==> src/rtl/pft_pkg.sv <==
package pft_pkg;

    localparam int unsigned FRONT_DEPTH_DEF = 64;
    localparam int unsigned COST_WIDTH_DEF  = 32;
    localparam int unsigned ERROR_WIDTH_DEF = 32;

    // fixed port widths
    localparam int unsigned CMD_W   = 2;
    localparam int unsigned FIELD_W = 32;
    localparam int unsigned TOTAL_W = 7;

    typedef enum logic [CMD_W-1:0] {
        CMD_ADD   = 2'd0,
        CMD_QUERY = 2'd1,
        CMD_CLEAR = 2'd2,
        CMD_NOP   = 2'd3
    } cmd_t;

endpackage

==> src/rtl/pft_mem.sv <==
module pft_mem #(
    parameter int unsigned DEPTH = 64,
    parameter int unsigned WIDTH = 64
) (
    input  logic                     clk,
    input  logic                     wr_en,
    input  logic [$clog2(DEPTH)-1:0] wr_addr,
    input  logic [WIDTH-1:0]         wr_data,
    input  logic [$clog2(DEPTH)-1:0] rd_addr,
    output logic [WIDTH-1:0]         rd_data
);

    logic [WIDTH-1:0] mem [DEPTH];
    logic [WIDTH-1:0] rd_data_reg;

    always_ff @(posedge clk)
    begin
        if (wr_en)
        begin
            mem[wr_addr] <= wr_data;
        end
        rd_data_reg <= mem[rd_addr];
    end

    assign rd_data = rd_data_reg;

endmodule

==> src/rtl/pareto_front_table.sv <==
// two-objective pareto front held in one synchronous ram (cost and error side by side),
// sorted by rising cost with strictly falling error. each request gives exactly one
// response. a request is a walk over the ram with one registered read port:
// the lookup reads entries from the bottom until the first cost above the asked cost,
// an accepted add then reads on past the insert point over the entries it dominates,
// moves the surviving tail up by one or down over the gap and writes the new point.
// a clear or an unused code does not walk the ram.
// one request is worked on at a time; a new request is taken while the previous
// response still waits in the output register. when an insert leaves more than
// FRONT_DEPTH entries the highest-cost one is dropped and overflow is reported
module pareto_front_table #(
    parameter int unsigned FRONT_DEPTH = pft_pkg::FRONT_DEPTH_DEF,
    parameter int unsigned COST_WIDTH  = pft_pkg::COST_WIDTH_DEF,
    parameter int unsigned ERROR_WIDTH = pft_pkg::ERROR_WIDTH_DEF
) (
    input  logic                         clk,
    input  logic                         rst_n,
    // request channel
    input  logic                         req_valid,
    output logic                         req_stall,
    input  logic [pft_pkg::CMD_W-1:0]    cmd,
    input  logic [pft_pkg::FIELD_W-1:0]  cost,
    input  logic [pft_pkg::FIELD_W-1:0]  error_value,
    // response channel
    output logic                         rsp_valid,
    input  logic                         rsp_stall,
    output logic                         found,
    output logic [pft_pkg::FIELD_W-1:0]  best_error,
    output logic                         accepted,
    output logic                         overflow,
    output logic [pft_pkg::TOTAL_W-1:0]  entry_total
);

    import pft_pkg::*;

    localparam int unsigned AW = $clog2(FRONT_DEPTH);
    localparam int unsigned CW = $clog2(FRONT_DEPTH + 2);
    localparam int unsigned MW = COST_WIDTH + ERROR_WIDTH;

    typedef enum logic [10:0] {
        S_IDLE     = 11'b00000000001,
        S_SRCH_RD  = 11'b00000000010,
        S_SRCH_CMP = 11'b00000000100,
        S_DECIDE   = 11'b00000001000,
        S_DOM_RD   = 11'b00000010000,
        S_DOM_CMP  = 11'b00000100000,
        S_SETUP    = 11'b00001000000,
        S_MOVE_RD  = 11'b00010000000,
        S_MOVE_WR  = 11'b00100000000,
        S_NEW_WR   = 11'b01000000000,
        S_DONE     = 11'b10000000000
    } state_t;

    state_t state_reg, state_next;

    // request held for the whole walk
    logic [CMD_W-1:0]       cmd_reg, cmd_next;
    logic [COST_WIDTH-1:0]  c_reg, c_next;
    logic [ERROR_WIDTH-1:0] e_reg, e_next;

    logic [CW-1:0] count_reg, count_next;
    logic [CW-1:0] idx_reg, idx_next;     // search index, dominance index, move source
    logic [CW-1:0] p_reg, p_next;         // entries with cost not above c
    logic [CW-1:0] q_reg, q_next;         // first surviving entry after the insert point
    logic [CW-1:0] pos_reg, pos_next;     // slot of the new point
    logic [CW-1:0] dst_reg, dst_next;
    logic [CW-1:0] left_reg, left_next;
    logic [CW-1:0] total_reg, total_next;
    logic          desc_reg, desc_next;

    logic                   hit_reg, hit_next;
    logic [ERROR_WIDTH-1:0] best_reg, best_next;
    logic [COST_WIDTH-1:0]  hit_cost_reg, hit_cost_next;
    logic                   acc_reg, acc_next;
    logic                   ovf_reg, ovf_next;

    // output register
    logic                   rsp_valid_reg, rsp_valid_next;
    logic                   found_reg, found_next;
    logic [FIELD_W-1:0]     best_out_reg, best_out_next;
    logic                   accepted_reg, accepted_next;
    logic                   overflow_reg, overflow_next;
    logic [TOTAL_W-1:0]     total_out_reg, total_out_next;

    // ram port
    logic          wr_en;
    logic [AW-1:0] wr_addr;
    logic [MW-1:0] wr_data;
    logic [AW-1:0] rd_addr;
    logic [MW-1:0] rd_data;

    logic [COST_WIDTH-1:0]  rd_cost;
    logic [ERROR_WIDTH-1:0] rd_err;

    logic [COST_WIDTH+FIELD_W-1:0]  cost_ext;
    logic [ERROR_WIDTH+FIELD_W-1:0] err_ext;
    logic [ERROR_WIDTH+FIELD_W-1:0] best_ext;
    logic [CW+TOTAL_W-1:0]          count_ext;

    logic          req_take;
    logic          rsp_free;
    logic [CW-1:0] idx_inc;
    logic [CW-1:0] tail_n;

    pft_mem #(
        .DEPTH (FRONT_DEPTH),
        .WIDTH (MW)
    ) u_mem (
        .clk     (clk),
        .wr_en   (wr_en),
        .wr_addr (wr_addr),
        .wr_data (wr_data),
        .rd_addr (rd_addr),
        .rd_data (rd_data)
    );

    assign rd_cost = rd_data[MW-1:ERROR_WIDTH];
    assign rd_err  = rd_data[ERROR_WIDTH-1:0];

    // fields are taken in their low bits
    assign cost_ext = (COST_WIDTH + FIELD_W)'(cost);
    assign err_ext  = (ERROR_WIDTH + FIELD_W)'(error_value);
    assign best_ext = (ERROR_WIDTH + FIELD_W)'(best_reg);

    assign req_stall = (state_reg != S_IDLE);
    assign req_take  = req_valid && !req_stall;
    assign rsp_free  = !rsp_valid_reg || !rsp_stall;
    assign idx_inc   = idx_reg + CW'(1);
    assign tail_n    = count_reg - q_reg;

    // ram read address follows the walk
    always_comb
    begin
        rd_addr = idx_reg[AW-1:0];
    end

    always_comb
    begin
        state_next    = state_reg;
        cmd_next      = cmd_reg;
        c_next        = c_reg;
        e_next        = e_reg;
        count_next    = count_reg;
        idx_next      = idx_reg;
        p_next        = p_reg;
        q_next        = q_reg;
        pos_next      = pos_reg;
        dst_next      = dst_reg;
        left_next     = left_reg;
        total_next    = total_reg;
        desc_next     = desc_reg;
        hit_next      = hit_reg;
        best_next     = best_reg;
        hit_cost_next = hit_cost_reg;
        acc_next      = acc_reg;
        ovf_next      = ovf_reg;

        rsp_valid_next = rsp_valid_reg && rsp_stall;
        found_next     = found_reg;
        best_out_next  = best_out_reg;
        accepted_next  = accepted_reg;
        overflow_next  = overflow_reg;
        total_out_next = total_out_reg;
        count_ext      = (CW + TOTAL_W)'(count_reg);

        wr_en   = 1'b0;
        wr_addr = dst_reg[AW-1:0];
        wr_data = rd_data;

        unique case (state_reg)
            S_IDLE:
            begin
                if (req_take)
                begin
                    cmd_next = cmd;
                    c_next   = cost_ext[COST_WIDTH-1:0];
                    e_next   = err_ext[ERROR_WIDTH-1:0];
                    hit_next = 1'b0;
                    acc_next = 1'b0;
                    ovf_next = 1'b0;
                    p_next   = '0;
                    idx_next = '0;
                    unique case (cmd) inside
                        CMD_ADD, CMD_QUERY:
                        begin
                            state_next = (count_reg == '0) ? S_DECIDE : S_SRCH_RD;
                        end
                        CMD_CLEAR:
                        begin
                            count_next = '0;
                            state_next = S_DONE;
                        end
                        default:
                        begin
                            state_next = S_DONE;
                        end
                    endcase
                end
            end

            S_SRCH_RD:
            begin
                state_next = S_SRCH_CMP;
            end

            S_SRCH_CMP:
            begin
                if (rd_cost <= c_reg)
                begin
                    hit_next      = 1'b1;
                    best_next     = rd_err;
                    hit_cost_next = rd_cost;
                    p_next        = idx_inc;
                    if (idx_inc < count_reg)
                    begin
                        idx_next   = idx_inc;
                        state_next = S_SRCH_RD;
                    end
                    else
                    begin
                        state_next = S_DECIDE;
                    end
                end
                else
                begin
                    state_next = S_DECIDE;
                end
            end

            S_DECIDE:
            begin
                if ((cmd_reg != CMD_ADD) || (hit_reg && !(e_reg < best_reg)))
                begin
                    state_next = S_DONE;
                end
                else
                begin
                    acc_next = 1'b1;
                    pos_next = (hit_reg && (hit_cost_reg == c_reg)) ? p_reg - CW'(1) : p_reg;
                    idx_next = p_reg;
                    if (p_reg < count_reg)
                    begin
                        state_next = S_DOM_RD;
                    end
                    else
                    begin
                        q_next     = p_reg;
                        state_next = S_SETUP;
                    end
                end
            end

            S_DOM_RD:
            begin
                state_next = S_DOM_CMP;
            end

            S_DOM_CMP:
            begin
                if (rd_err >= e_reg)
                begin
                    if (idx_inc < count_reg)
                    begin
                        idx_next   = idx_inc;
                        state_next = S_DOM_RD;
                    end
                    else
                    begin
                        q_next     = count_reg;
                        state_next = S_SETUP;
                    end
                end
                else
                begin
                    q_next     = idx_reg;
                    state_next = S_SETUP;
                end
            end

            S_SETUP:
            begin
                total_next = pos_reg + CW'(1) + tail_n;
                left_next  = tail_n;
                if ((tail_n == '0) || (pos_reg + CW'(1) == q_reg))
                begin
                    state_next = S_NEW_WR;
                end
                else if (pos_reg + CW'(1) > q_reg)
                begin
                    // tail moves up by one: copy from the top down
                    desc_next  = 1'b1;
                    idx_next   = count_reg - CW'(1);
                    dst_next   = count_reg;
                    state_next = S_MOVE_RD;
                end
                else
                begin
                    // tail closes the gap of the removed entries: copy upwards
                    desc_next  = 1'b0;
                    idx_next   = q_reg;
                    dst_next   = pos_reg + CW'(1);
                    state_next = S_MOVE_RD;
                end
            end

            S_MOVE_RD:
            begin
                state_next = S_MOVE_WR;
            end

            S_MOVE_WR:
            begin
                // an entry pushed past the top is dropped
                wr_en     = (dst_reg < CW'(FRONT_DEPTH));
                wr_addr   = dst_reg[AW-1:0];
                wr_data   = rd_data;
                left_next = left_reg - CW'(1);
                idx_next  = desc_reg ? idx_reg - CW'(1) : idx_inc;
                dst_next  = desc_reg ? dst_reg - CW'(1) : dst_reg + CW'(1);
                state_next = (left_reg == CW'(1)) ? S_NEW_WR : S_MOVE_RD;
            end

            S_NEW_WR:
            begin
                wr_en   = (pos_reg < CW'(FRONT_DEPTH));
                wr_addr = pos_reg[AW-1:0];
                wr_data = {c_reg, e_reg};
                if (total_reg > CW'(FRONT_DEPTH))
                begin
                    ovf_next   = 1'b1;
                    count_next = CW'(FRONT_DEPTH);
                end
                else
                begin
                    count_next = total_reg;
                end
                state_next = S_DONE;
            end

            S_DONE:
            begin
                if (rsp_free)
                begin
                    rsp_valid_next = 1'b1;
                    found_next     = hit_reg;
                    best_out_next  = hit_reg ? best_ext[FIELD_W-1:0] : '1;
                    accepted_next  = acc_reg;
                    overflow_next  = ovf_reg;
                    total_out_next = count_ext[TOTAL_W-1:0];
                    state_next     = S_IDLE;
                end
            end

            default:
            begin
                state_next = S_IDLE;
            end
        endcase
    end

    always_ff @(posedge clk or negedge rst_n)
    begin
        if (!rst_n)
        begin
            state_reg     <= S_IDLE;
            count_reg     <= '0;
            rsp_valid_reg <= 1'b0;
        end
        else
        begin
            state_reg     <= state_next;
            count_reg     <= count_next;
            rsp_valid_reg <= rsp_valid_next;
        end
    end

    always_ff @(posedge clk)
    begin
        cmd_reg       <= cmd_next;
        c_reg         <= c_next;
        e_reg         <= e_next;
        idx_reg       <= idx_next;
        p_reg         <= p_next;
        q_reg         <= q_next;
        pos_reg       <= pos_next;
        dst_reg       <= dst_next;
        left_reg      <= left_next;
        total_reg     <= total_next;
        desc_reg      <= desc_next;
        hit_reg       <= hit_next;
        best_reg      <= best_next;
        hit_cost_reg  <= hit_cost_next;
        acc_reg       <= acc_next;
        ovf_reg       <= ovf_next;
        found_reg     <= found_next;
        best_out_reg  <= best_out_next;
        accepted_reg  <= accepted_next;
        overflow_reg  <= overflow_next;
        total_out_reg <= total_out_next;
    end

    assign rsp_valid   = rsp_valid_reg;
    assign found       = found_reg;
    assign best_error  = best_out_reg;
    assign accepted    = accepted_reg;
    assign overflow    = overflow_reg;
    assign entry_total = total_out_reg;

endmodule
==> config.mk <==
export PLATFORM = sky130hd
export DESIGN_NAME = pareto_front_table
export DESIGN_NICKNAME = d
export VERILOG_FILES = /design/src/rtl/pft_pkg.sv /design/src/rtl/pft_mem.sv /design/src/rtl/pareto_front_table.sv
export SDC_FILE = /design/constraint.sdc
export NUM_CORES = 2
export LEC_CHECK = 0
export BUFFER_PORTS_ARGS = -buffer_cell sky130_fd_sc_hd__buf_2
export CAP_MARGIN = 20
export CELL_PAD_IN_SITES_DETAIL_PLACEMENT = 2
export CELL_PAD_IN_SITES_GLOBAL_PLACEMENT = 2
export CORE_AREA = 2 2 560 562
export DETAILED_ROUTE_END_ITERATION = 6
export DIE_AREA = 0 0 562 564
export HOLD_SLACK_MARGIN = 0.03
export MAX_ROUTING_LAYER = met4
export PLACE_DENSITY = 0.81
export SLEW_MARGIN = 20
export SYNTH_ARGS = -nofsm -noshare
export SYNTH_HDL_FRONTEND = slang
export SYNTH_SLANG_ARGS = --single-unit
==> constraint.sdc <==
create_clock -name clk -period 10 [get_ports clk]
set_input_delay 1.5 -clock clk [delete_from_list [all_inputs] [get_ports clk]]
set_output_delay 1.5 -clock clk [all_outputs]
set_load 0.02 [all_outputs]
==> run metrics, run 1 <==
library cells used by synthesis 68; Post-Synthesis Cells about 7300; Most used DFF post-synth edfxtp_1; I/O Buffers 113; gpl congestion 0.847; yosys warns 0; Synth async-reset ratio less than 1%; Die W around 560 um; # rows between 200 and 250; height of the die ~560 um; Fail Step 3_5_place_dp; Yosys top cell area share between 70 and 80%; #FFs+latches synth 4404; register area share after synthesis ~77%; Synth area leaders edfxtp_1 (76%), mux4_2 (17%), ha_1 (1.0%); mapped cell area 170000 um^2; Synth area leader edfxtp_1; IO Count roughly 110; syn nets around 7500; Post-synth EDFFs about 4300; error message [ERROR DPL-0033] detailed placement checks failed during check placement.; DP Wirelength approximately 470000 um; status aborted with a tool error; Starting Density between 50% and 60%; Synth Area per Inst 23.2 um^2
through the flow:
step	hold slack, ns	instances	instance area, um^2	worst slack (ns)
2_1_floorplan	0.400	7333	170000	4.63
3_3_place_gp	0.418	11500	178000	4.60
cells in the mapped netlist (all sizes together) (4+ instances only):
master / number
a211oi: 9
a21o: 8
a21oi: 107
a221oi: 4
a22o: 7
a22oi: 4
a31oi: 7
and2: 6
and4: 5
buf: 162
clkbuf: 187
dfrtp: 18
dfxtp: 64
edfxtp: 4321
ha: 138
inv: 150
mux2i: 92
mux4: 1280
nand2: 171
nand2b: 12
nand3: 30
nand3b: 6
nand4: 25
nor2: 136
nor2b: 10
nor3: 24
nor3b: 4
nor4: 11
o211ai: 5
o21a: 5
o21ai: 133
o221ai: 37
o22ai: 25
or2: 4
or4: 5
xnor2: 57
xor2: 19
cell families after synthesis:
| logic type | synth area share (%) |
|---|---|
| AOI/OAI and AO/OA | 1.35 |
| and+or+nand+nor | 1.25 |
| DFF | 77.3 |
| adders and majority gates | 1.05 |
| buffers and inverters | 1.23 |
| muxes | 17.5 |
| xor gates and xnor gates | 0.391 |
==> inputs of run 2 (changes only) <==
- CELL_PAD_IN_SITES_DETAIL_PLACEMENT: 2 -> unset
- CELL_PAD_IN_SITES_GLOBAL_PLACEMENT: 2 -> unset
- CORE_AREA: 2 2 560 562 -> 2 2 656 658
- DIE_AREA: 0 0 562 564 -> 0 0 658 660
- HOLD_SLACK_MARGIN: 0.03 -> unset
- MAX_ROUTING_LAYER: met4 -> unset
- PLACE_DENSITY: 0.81 -> unset
- PLACE_DENSITY_LB_ADDON: unset -> 0.15
==> run metrics, run 2 <==
status completed; Max IR drop VDD ~200 uV; Final ANT Viol Nets 0; Setup-failing EPs final 0; Worst Setup EP u_mem.mem[22][24]; Synth area leaders edfxtp_1 (76%), mux4_2 (17%), ha_1 (1.0%); GR Overflow Total 0; TritonCTS Sinks around 4400; initial antenna violation count 37; WL/cell approximately 37 um; area occupied by multi-input gates about 38000 um^2; placed inst area about 180000 um^2; gpl congestion ~0.83; kind of critical path reg -> reg; Overall Global Routing Usage 23.7%; Starting Density 39.9%; final max-slew violation count 0; most frequent cells in the layout edfxtp_1 (4321), mux4_2 (1280), clkbuf_16 (461); actual slew at the worst max-slew pin 1.34 ns; Final Cell Area just under 200000 um^2; Slew HR a little over a tenth; via count 83300; placed insts between 10000 and 15000; clk root buf clkbuf_16; most common cell after layout, fill and taps aside edfxtp_1; #FFs+latches synth between 4000 and 5000; I/O Buffers about 110; final worst slack between 4 and 5 ns; number of H-tree levels 5; IO Count between 100 and 150; worst path bufs/invs 2; crit-path cells nor3_4, nand3_2, or4b_4, mux2i_1, nand2_1, nor2_4, buf_4, buf_4; Finished Layout Cells between 10000 and 15000; CP most frequent cell buf_4; dpl ws ~4.6 ns; clock skew 0.0629 ns; P&R area growth vs syn 14.4%; syn nets 7544; register area share after synthesis slightly below 80%; slowest stage delay, CP between 0.8 and 0.9 ns; cts bufs inserted around 460; library cells used by synthesis a little under 70; Vias/cell roughly 6.0; clk_lat worst skew 1.00 ns; area of the core 427000 um^2; FF/Latch Area 132000 um^2; height of the die around 660 um; Synth Area per Inst between 20 and 25 um^2; cell leakage power around 60 nW; CTS tree done; share of layout cells above drive strength 1 a little under a third; Post-Synthesis Cells around 7300; Post-synth EDFFs 4321; crit path launch state_reg[4]; drt initial violations about 11000; Setup crit start kind flip-flop; Final #Nets 8061; Yosys top cell area share between 70% and 80%; Synth area leader edfxtp_1; DRC 0; Most used DFF post-synth edfxtp_1; first-pass detailed-route iteration total 6; Reg clk slew, reported paths ~0.060 ns; mapped cell area around 170000 um^2; CTS Buffer Depth 4; FILL cells roughly 35000; reg2reg path depth 8; Post-CTS Resized 0; hold_buf cts 0; post-route minimum period 5.52 ns; Critical R2R Launch state_reg[4]; DP Wirelength approximately 300000 um; Die Footprint 434000 um^2; CP Depth 8; # rows 240; Max Freq around 180 MHz; R2R Setup Slk roughly 4.5 ns; Critical Path RT 10.60 ns; Post-CTS Setup Repair Bufs 0; pin count of the biggest net entering global routing 110; Crit. End Element flip-flop; max FFs per register between 4000 and 5000; worst-path fanout max 36; Die W 658 um; Hold Crit Class reg -> reg; Final TNS setup 0 ns; period utilization 55.2%; global-route wire length before repair about 710000 um; hold violation total from the final report 0; Power Dens Cells approximately 280 nW/um^2; vias in the first global route just over 80000; hold path depth 0; Synth async-reset ratio 0.431%; RSZ-0062 raised after global routing false; yosys warns 0; most frequent cells after synthesis edfxtp_1 (4321), mux4_2 (1280), clkbuf_1 (186), nand2_1 (171), inv_1 (148); most common cell in the netlist edfxtp_1; R2R Path End u_mem.mem[22][24]; total power between 50 and 60 mW; Critical Path AT 6.12 ns; final wirelength slightly above 500000 um; total of max-cap violations 0; Crit path max-delay family simple AND/OR/NAND/NOR gates; CP max-delay cell or4b_4
-- run 2: power breakdown --
part | total (mW) | internal (mW) | switching (mW)
Combinational | 14.1 | 5.20 | 8.93
Clock | 16.6 | 9.47 | 7.17
Sequential | 23.7 | 23.3 | 0.392
-- run 2: stage by stage --
stage,util [%],hold WS (ns)
after floorplan,-,0.400
after global placement,42.2,0.421
after detailed placement,42.2,0.406
after CTS,45.6,0.390
after global routing,45.6,0.424
final,45.6,0.422
-- run 2: area by class of cell --
class / instances / area share, %
antenna: 13 / 0.0167
clock buffer: 578 / 6.26
clock inverter: 247 / 1.20
inverter: 152 / 0.302
multi-input combinational: 2428 / 19.5
sequential: 4404 / 67.5
tap: 5687 / 3.65
timing repair buffer: 407 / 1.54
-- run 2: cell families (layout without fill, tap and decap cells) --
kind of cell | Yosys count | count (layout) | share of synthesized area (%)
buffers and inverters | 501 | 1384 | 1.23
multiplexers | 1374 | 1374 | 17.5
adder cells (fa/ha/maj) | 141 | 141 | 1.05
other | 0 | 13 | 0
flip-flops | 4404 | 4404 | 77.3
XOR/XNOR | 76 | 76 | 0.391
AO/OA/AOI/OAI | 377 | 377 | 1.35
AND/OR/NAND/NOR | 460 | 460 | 1.25
-- run 2: worst register-to-register path, stage by stage, from the launching register on --
cell,delay [ns]
dfrtp_1,0.44
nor3_4,0.36
nand3_2,0.23
or4b_4,0.85
mux2i_1,0.51
nand2_1,0.54
nor2_4,0.55
buf_4,0.80
buf_4,0.77
-- run 2: worst min-delay path by stage --
stage          slack, ns  startpoint           end
6_report            0.42     ovf_reg      overflow
5_1_grt             0.42     ovf_reg      overflow
4_1_cts             0.39       rst_n  state_reg[3]
3_5_place_dp        0.41     ovf_reg      overflow
3_3_place_gp        0.42     ovf_reg      overflow
2_1_floorplan       0.40     acc_reg      accepted
-- run 2: per-layer routing --
layer  up-vias  part of all wire [%]  global-route usage (%)
met5         -                0.0083                       0
met4         6                   2.0                    4.70
met3       563                   7.9                    4.18
met2      3547                    48                    38.4
met1     46900                    42                    33.9
li1      32300                     -                       -
Note: power is estimated with default switching activity, not from simulation.
